`src/rtl/ttcw_pkg.sv`:
```
// shared types, codes and constants of the terminal character writer
`timescale 1ns / 1ps
`default_nettype none

package ttcw_pkg;

	localparam int COLUMNS_DEF = 80;
	localparam int ROWS_DEF    = 24;

	localparam int ROW_PORT_W  = 5;
	localparam int COL_PORT_W  = 7;
	localparam int ADDR_PORT_W = 11;
	localparam int MARGIN_W    = 5;
	localparam int CFG_IDX_W   = 1;

	localparam logic [7:0] CURSOR_BIT = 8'h80;
	localparam logic [7:0] BYTE_BS    = 8'h08;
	localparam logic [7:0] BYTE_HT    = 8'h09;
	localparam logic [7:0] PRINT_MIN  = 8'h20;
	localparam logic [7:0] PRINT_MAX  = 8'hFF;

	localparam logic [MARGIN_W-1:0] TOP_RESET    = 5'd0;
	localparam logic [MARGIN_W-1:0] BOTTOM_RESET = 5'd23;

	localparam logic [CFG_IDX_W-1:0] REG_TOP    = 1'd0;
	localparam logic [CFG_IDX_W-1:0] REG_BOTTOM = 1'd1;

	localparam int QUEUE_DEPTH = 2;

	typedef logic [2:0] kind_t;
	localparam kind_t KIND_IGNORE = 3'd0;
	localparam kind_t KIND_READ   = 3'd1;
	localparam kind_t KIND_PRINT  = 3'd2;
	localparam kind_t KIND_BS     = 3'd3;
	localparam kind_t KIND_TAB    = 3'd4;

	typedef struct packed {
		kind_t                  kind;
		logic [7:0]             data;
		logic [ADDR_PORT_W-1:0] addr;
	} item_t;

endpackage

`default_nettype wire

```
`src/rtl/ttcw_front.sv`:
```
// input side: classifies incoming items and holds them in a short queue
`timescale 1ns / 1ps
`default_nettype none

module ttcw_front #(
	parameter int COLUMNS = 80,
	parameter int ROWS    = 24
) (
	input  wire logic                              clk,
	input  wire logic                              arst_n,
	input  wire logic                              push,
	output logic                                   full,
	input  wire logic                              mode,
	input  wire logic [7:0]                        rx_byte,
	input  wire logic [ttcw_pkg::ADDR_PORT_W-1:0]  read_address,
	input  wire logic                              init_done,
	output logic                                   head_valid,
	output ttcw_pkg::item_t                        head,
	input  wire logic                              deq
);
	import ttcw_pkg::*;

	localparam int CELLS = ROWS * COLUMNS;
	localparam int PTR_W = (QUEUE_DEPTH > 1) ? $clog2(QUEUE_DEPTH) : 1;
	localparam int CNT_W = $clog2(QUEUE_DEPTH + 1);

	item_t            in_item;
	item_t            q_mem [QUEUE_DEPTH];
	logic [PTR_W-1:0] wr_ptr_q;
	logic [PTR_W-1:0] rd_ptr_q;
	logic [CNT_W-1:0] cnt_q;
	logic             enq;
	logic             pop_head;

	always_comb begin
		in_item.data = rx_byte;
		in_item.addr = read_address;
		if (mode) begin
			in_item.kind = (32'(read_address) < CELLS) ? KIND_READ : KIND_IGNORE;
		end else if (rx_byte inside {[PRINT_MIN:PRINT_MAX]}) begin
			in_item.kind = KIND_PRINT;
		end else begin
			case (rx_byte)
				BYTE_BS: in_item.kind = KIND_BS;
				BYTE_HT: in_item.kind = KIND_TAB;
				default: in_item.kind = KIND_IGNORE;
			endcase
		end
	end

	// no items until the store has been swept clear
	assign full       = (cnt_q == CNT_W'(QUEUE_DEPTH)) || !init_done;
	assign enq        = push && !full;
	assign head_valid = (cnt_q != '0);
	assign head       = q_mem[rd_ptr_q];
	assign pop_head   = deq && head_valid;

	always_ff @(posedge clk) begin
		if (enq) begin
			q_mem[wr_ptr_q] <= in_item;
		end
	end

	always_ff @(posedge clk or negedge arst_n) begin
		if (!arst_n) begin
			wr_ptr_q <= '0;
			rd_ptr_q <= '0;
			cnt_q    <= '0;
		end else begin
			if (enq) begin
				wr_ptr_q <= (wr_ptr_q == PTR_W'(QUEUE_DEPTH - 1)) ? '0 : wr_ptr_q + 1'b1;
			end
			if (pop_head) begin
				rd_ptr_q <= (rd_ptr_q == PTR_W'(QUEUE_DEPTH - 1)) ? '0 : rd_ptr_q + 1'b1;
			end
			if (enq && !pop_head) begin
				cnt_q <= cnt_q + 1'b1;
			end else if (pop_head && !enq) begin
				cnt_q <= cnt_q - 1'b1;
			end
		end
	end

endmodule

`default_nettype wire

```
`config.mk`:
```
export PLATFORM = sky130hd
export DESIGN_NAME = ttcw_front
export DESIGN_NICKNAME = d
export VERILOG_FILES = /design/src/rtl/ttcw_pkg.sv /design/src/rtl/ttcw_front.sv
export SDC_FILE = /design/constraint.sdc
export NUM_CORES = 1
export LEC_CHECK = 0
export BUFFER_PORTS_ARGS = -buffer_cell sky130_fd_sc_hd__buf_4
export CELL_PAD_IN_SITES_DETAIL_PLACEMENT = 1
export CELL_PAD_IN_SITES_GLOBAL_PLACEMENT = 2
export CORE_UTILIZATION = 39
export DETAILED_ROUTE_END_ITERATION = 12
export PLACE_DENSITY_LB_ADDON = 0.1
export SYNTH_ARGS = -nofsm -noshare
export SYNTH_HDL_FRONTEND = slang
export SYNTH_SLANG_ARGS = --single-unit
```
`constraint.sdc`:
```
create_clock -name clk -period 6 [get_ports clk]
set_input_delay 0.9 -clock clk [delete_from_list [all_inputs] [get_ports clk]]
set_output_delay 0.9 -clock clk [all_outputs]
set_load 0.01 [all_outputs]
```
## Yosys cells after proc, flatten, opt, wreduce, memory -nomap -nowiden

Memory sizes are Yosys's and may differ from the RTL's.
Cells that the tools add are included.

- Word-level logic and storage cells: 36
- Flip-flop bits (word level): 4
- Bits in writable memories: 44
- Output and inout port bits: 24
- Input bits: 25
- Memories: 1

Memories:

| memory | words | width | rd ports | clocked after Yosys merged registers in | wr ports | line | source |
|---|---|---|---|---|---|---|---|
| q_mem | 2 | 22 | 1 | 0 | 1 | ttcw_front.sv:28 | `item_t q_mem [QUEUE_DEPTH];` |

- Reduce and logical (&&, ||, !) cells: 12
- Add/subtract/negate cells: 4
- Eq/ne operators: 3
- Mux-type cells: 10
- Order comparisons: 3

Operators with widths:

| cell | number |
|---|---|
| $eq A8 B4 Y1 const B | 2 |
| $lt A11 B11 Y1 const B | 1 |
| $ge A8 B6 Y1 const B | 1 |
| $le A8 B8 Y1 const B | 1 |
| $mux W3 | 2 |
| $pmux W3 S2 | 1 |
| $logic_and A1 B1 Y1 | 5 |
| $mux W1 | 5 |
| $logic_not A1 Y1 | 4 |
| $mux W2 | 2 |
| $reduce_bool A2 Y1 | 2 |
| $add A1 B1 Y1 const B | 2 |
| $add A2 B1 Y2 const B | 1 |
| $eq A2 B2 Y1 const B | 1 |
| $sub A2 B1 Y2 const B | 1 |
| $logic_or A1 B1 Y1 | 1 |

## Logic depth before layout (Yosys ltp)

Gate-level depths: netlist of run 1.

- Depth after elaboration: 8
- Gate-level depth with buffers: 7
- Depth with buffers taken out: 7

## Worst setup path after synthesis of run 1

No wires, ideal clock.

- Path kind: input port to flip-flop
- Start: in init_done
- End: mem q_mem[1][0] in the netlist's numbering (enable)
- Data arrival time: 1.978 ns
- Stages on the path: 2
- Path buffers: 0
- Setup slack: 3.621 ns
- Required time: 5.599 ns
- Setup time: 0.401 ns
- Cells stage by stage: o211ai_2 -> nor2_1

- Longest elaborated chain between the ends: 6

Ends and longest elaborated chain:

| element | line | source |
|---|---|---|
| start, declared | ttcw_front.sv:16 | `input wire logic init_done,` |
| $logic_not A1 Y1 | ttcw_front.sv:52 | `assign full = (cnt_q == CNT_W'(QUEUE_DEPTH)) \|\| !init_done;` |
| $logic_or A1 B1 Y1 | ttcw_front.sv:52 |  |
| $logic_not A1 Y1 | ttcw_front.sv:53 | `assign enq = push && !full;` |
| $logic_and A1 B1 Y1 | ttcw_front.sv:53 |  |
| $mux W1 | ttcw_front.sv:59 | `if (enq) begin` |
| $mux W1 (implied by the code) | ttcw_front.sv:60 | `q_mem[wr_ptr_q] <= in_item;` |
| end, declared | ttcw_front.sv:28 |  |

No other way between the ends.

==> metrics, run 1 <==
status finished with violations; clk buf depth 2; GRT Overall Usage 14.8%; Avg Cell Area, Syn 19.2 µm²; crit path max fanout 23; CTS H-tree depth 2; Synth-to-Final Area Change 26.4%; multiplexer share of the synthesized area 13.3%; failing checks design-rule violations; maxcap violations 0; initial antenna violation count 0; power density cells 400 nW/µm²; Nets 176; vias post-DR 997; CP endpoint kind output pin; RSZ-0062 raised after global routing false; fin. max-slew vios 0; Slew @ Worst Pin 1.21 ns; simple logic cell fraction of the synthesized area 4.23%; Post-synth ARST share 8.33%; Relative slew margins 19.5%; Synth area leaders edfxtp_1, mux2_2, dfrtp_1, xnor2_1, buf_6; DIE HEIGHT 71.2 µm; CP Data Arrival Time 1.87 ns; Worst Hold Class in -> async; Antenna diodes 0; fmax 361 MHz; CTS Buf Count 5; warnings from Yosys 0; most common cell after layout, fill and taps aside buf_4; Clock Latency Late Sink 0.30 ns; ANT nets after route 0; Resized Gates After CTS 0; Final min period 2.77 ns; xor-xnor portion of the synthesized cell area 2.35%; IR drop worst, VDD 224 µV; # port buffers 48; critical path type reg -> out; Core Rows 24; clock skew 0.0117 ns; clock root buffer clkbuf_8; # clock sinks 48; Chip Width 71.2 µm; setup violators final 0; number of global-route vias before repair 1095; Yosys reg bits 48; drt initial violations 74; core area 4470 µm²; first-pass GRT wire length 5390 µm; GP Congestion 0.730; First-pass DRT Iterations 8; starting density of the core 41.7%; DR vias/cell 4.91; final worst slack 3.23 ns; Post-synth EDFFs 44; pre-CTS setup slack 3.47 ns; largest family of logic cells by synthesized area multiplexers; CTS clock-pin slew for the worst setup and hold paths 0.08 ns; share of layout cells above drive strength 1 54.3%; Final Hold Viols 0; Required @ worst endpoint 5.10 ns; leakage power 0.880 nW; total nets after synthesis 123; die area 5060 µm²; Synth Instances 97; largest net degree at the start of global routing 24; Residual DRC 5; hold buffer count at CTS 0; period utilisation layout 46.2%; adder-cell share of the synthesized area 0.671%; Post-CTS Repair Setup Buffers 0; Startpoint Class flip-flop; CTS tree done; total length of routed wires 3340 µm; Yosys top cell by area edfxtp_1; setup TNS 0 ns; commonest non-fill, non-tap cells in the layout buf_4, edfxtp_1, mux2_2, clkbuf_8; Routed wire per std cell 16.4 µm; sequential area share after synthesis 76.2%; synth unique cells 21; Synth Cell Area 1870 µm²; Top Ports 49; Compound-Gate Fraction of Synth Area 1.48%; HPWL Detailed 2250 µm; Most used DFF post-synth edfxtp_1; grt ovf 0; Synth top area share 70.8%
## final timing paths
path	from	end	slack [ns]	cells past startpoint
worst max-delay path	rd_ptr_q	head[13]	3.23	2
worst min-delay path	arst_n	wr_ptr_q	0.38	1
worst max register to register	cnt_q[1]	q_mem[1][10]	4.03	3
worst min register to register	wr_ptr_q	wr_ptr_q	0.53	1
max in group asynchronous	arst_n	rd_ptr_q	5.51	1
min in group clk	wr_ptr_q	wr_ptr_q	0.53	1
## cell families after synthesis
logic type	count (synthesis)
DFF	48
muxes	22
and+or+nand+nor	12
xor gates and xnor gates	5
buffers and inverters	5
AOI/OAI and AO/OA	4
adders and majority gates	1
## stage by stage
step	cells	util (%)	cell area, µm²	hold WS [ns]	total power, mW
after floorplan	97	-	1870	0.468	0.646
after global placement	195	50.8	2270	0.500	0.762
after detailed placement	195	50.8	2270	0.513	0.773
after CTS	203	52.7	2360	0.371	0.957
after global routing	203	52.7	2360	0.357	1.00
final	203	52.7	2360	0.381	0.944
## final cells by class
cell class / count / area, µm²
well taps: 52 / 65.1
flip-flops and latches: 48 / 1420
fillers: 437 / 2120
multi-input cells: 44 / 415
clock inverters: 2 / 11.3
repair buffers: 48 / 360
inverters: 3 / 11.3
clock buffers: 6 / 72.6
## state kept, by name (all words and copies together), names as in the netlist
register / flops
rd_ptr_q: 1
wr_ptr_q: 1
q_mem: 44
cnt_q: 2
## power by group
group / switching [mW] / total, mW / internal, mW
clock network: 0.103 / 0.184 / 0.0809
registers: 0.0507 / 0.473 / 0.422
logic: 0.118 / 0.287 / 0.169
total: 0.272 / 0.944 / 0.672
## cells in the mapped netlist (2+ instances only)
cell	n
edfxtp_1	44
buf_6	2
nand2b_1	2
dfrtp_1	4
nor2_1	3
xnor2_1	4
inv_1	3
mux2_2	22
## worst max-delay path, cell delays in order (launching register included)
cell,delay (ns)
dfrtp_1,0.99
mux2_2,0.44
buf_4,0.15
## routing by layer
layer / up-vias / global-route usage (%) / routed length [µm]
met1: 486 / 17.7 / 1450
met4: 0 / 5.33 / 28
met5: - / 0 / 0
met3: 4 / 5.84 / 187
li1: 473 / - / -
met2: 34 / 24.3 / 1680
Note: power is estimated with default switching activity, not from simulation.
==> run 2, diff against run 1 <==
- CORE_UTILIZATION: 39 -> 33
- clock period: 6 -> 2.4 ns (I/O delays scaled with it)
==> metrics, run 2 (synthesis gave the netlist of run 1 again) <==
CTS Buf Count 5 (unchanged); clk buf depth 2 (unchanged); First-pass DRT Iterations 3 (-5); vias post-DR 1031 (+3.4%); slowest stage delay, CP 0.49 ns (-0.50 ns); share of layout cells above drive strength 1 54.5% (+0.18 points); final core utilization 44.4% (-8.3 points); leakage power 0.909 nW (+3.3%); clock root buffer clkbuf_8; fin. max-slew vios 0 (unchanged); max reg flops 44 (unchanged); drt initial violations 69 (-6.8%); Startpoint Class flip-flop; total length of routed wires 3360 µm (+0.72%); CTS tree done; fmax 503 MHz; initial antenna violation count 0 (unchanged); Clock Latency Late Sink 0.29 ns (about the same); final hold slack 0.256 ns (-0.125 ns); starting density of the core 34.1% (-7.6 points); Resized Gates After CTS 0 (unchanged); setup violators final 0 (unchanged); crit path max fanout 18 (-22%); crit-path cells buf_4 > mux2_2 > buf_4; Chip Width 77.2 µm (+8.5%); core area 5470 µm² (+22%); reg-to-reg startpoint cnt_q[1]; Critical Path Start rd_ptr_q; first-pass GRT wire length 5560 µm (+3.2%); most common cell after layout, fill and taps aside buf_4; power density cells 972 nW/µm² (+140%); CP dominant cell by count buf_4; CTS clock-pin slew for the worst setup and hold paths 0.07 ns (about the same); GRT Overall Usage 12.3% (-2.5 points); # clock sinks 48 (unchanged); DR vias/cell 4.52 (-7.9%); Top Ports 49 (unchanged); setup TNS 0 ns (unchanged); status completed; Relative slew margins 63.3% (+44 points); CP endpoint kind output pin; critical path type reg -> out; CTS H-tree depth 2 (unchanged); number of global-route vias before repair 1152 (+5.2%); # port buffers 48 (unchanged); Routed wire per std cell 14.7 µm (-10%); clock skew 0.00440 ns (-0.00733 ns); largest register by flop count q_mem; Largest regs q_mem: 44 flops, cnt_q: 2 flops; Antenna diodes 0 (unchanged); Synth-to-Final Area Change 30.3%; GP Congestion 0.674 (-7.6%); Slew @ Worst Pin 0.551 ns (-0.655 ns); DIE HEIGHT 77.2 µm (+8.5%); Required @ worst endpoint 2.04 ns (-3.06 ns); origin of the worst min-delay path read_address[1]; Residual DRC 0 (-5); Final Hold Viols 0 (unchanged); Finished Layout Cells 228 (+12%); die area 5960 µm² (+18%); IR drop worst, VDD 407 µV (+82%); RSZ-0062 raised after global routing false; CP Data Arrival Time 1.63 ns (-0.24 ns); Worst Hold Class in -> reg; largest net degree at the start of global routing 19 (-21%); commonest non-fill, non-tap cells in the layout buf_4, edfxtp_1, mux2_2, clkbuf_8; grt ovf 0 (unchanged); HPWL Detailed 2420 µm (+7.5%); Final min period 1.99 ns; Layout fillers 582 (+33%); Nets 181 (+2.8%); maxcap violations 0 (unchanged); Core Rows 27 (+13%); ANT nets after route 0 (unchanged); placed instance count 219 (+12%); slowest stage cell, crit path dfrtp_1; period utilisation layout 82.8%
run 2: stage by stage:
stage	setup slack, ns	area, µm²	power, mW
2_1_floorplan	0.461	1870	1.61
3_3_place_gp	0.749	2340	1.95
3_5_place_dp	0.704	2340	1.97
4_1_cts	0.378	2430	2.41
5_1_grt	0.313	2430	2.51
6_report	0.413	2430	2.36
run 2: final timing paths:
kind | end | cells past startpoint | slack [ns]
worst max register to register | q_mem[1][11] | 4 | 0.75
worst min register to register | wr_ptr_q | 1 | 0.52
worst min-delay path | q_mem[0][1] | 1 | 0.26
max in group asynchronous | rd_ptr_q | 2 | 1.87
worst max-delay path | head[15] | 3 | 0.41
min in group asynchronous | cnt_q[0] | 2 | 0.42
run 2: cell type report:
cell class	instances	area, µm²	share of cell area [%]
Sequential cell	48	1420	58.5
Multi-Input combinational cell	44	415	17.1
Timing Repair Buffer	53	413	17.0
Tap cell	72	90.1	3.71
Clock buffer	7	76.3	3.14
Inverter	3	11.3	0.463
Clock inverter	1	3.75	0.154
run 2: timing repair:
item | in CTS | in global routing
buffers inserted | 0 | 0
setup endpoints to repair | 0 | 0
hold endpoints to repair | 4 | 0
hold buffers | 1 | 0
run 2: critical path: cells and delay by family, from the launching register on:
family	cells	cell delay [ns]
buffers and inverters	2	0.46
DFF	1	0.49
muxes	1	0.38
run 2: report_power, final:
| part | internal [mW] | total (mW) | switching, mW |
|---|---|---|---|
| logic | 0.448 | 0.808 | 0.360 |
| registers | 1.05 | 1.12 | 0.0669 |
| clock network | 0.203 | 0.434 | 0.231 |
run 2: layer usage:
metal / vias to the layer above / part of all wire (%) / global-route usage [%]
met5: - / 0 / 0
met4: 0 / 1.2 / 4.53
met3: 5 / 5.6 / 3.69
met2: 34 / 53 / 21.7
met1: 508 / 40 / 14.0
li1: 484 / - / -
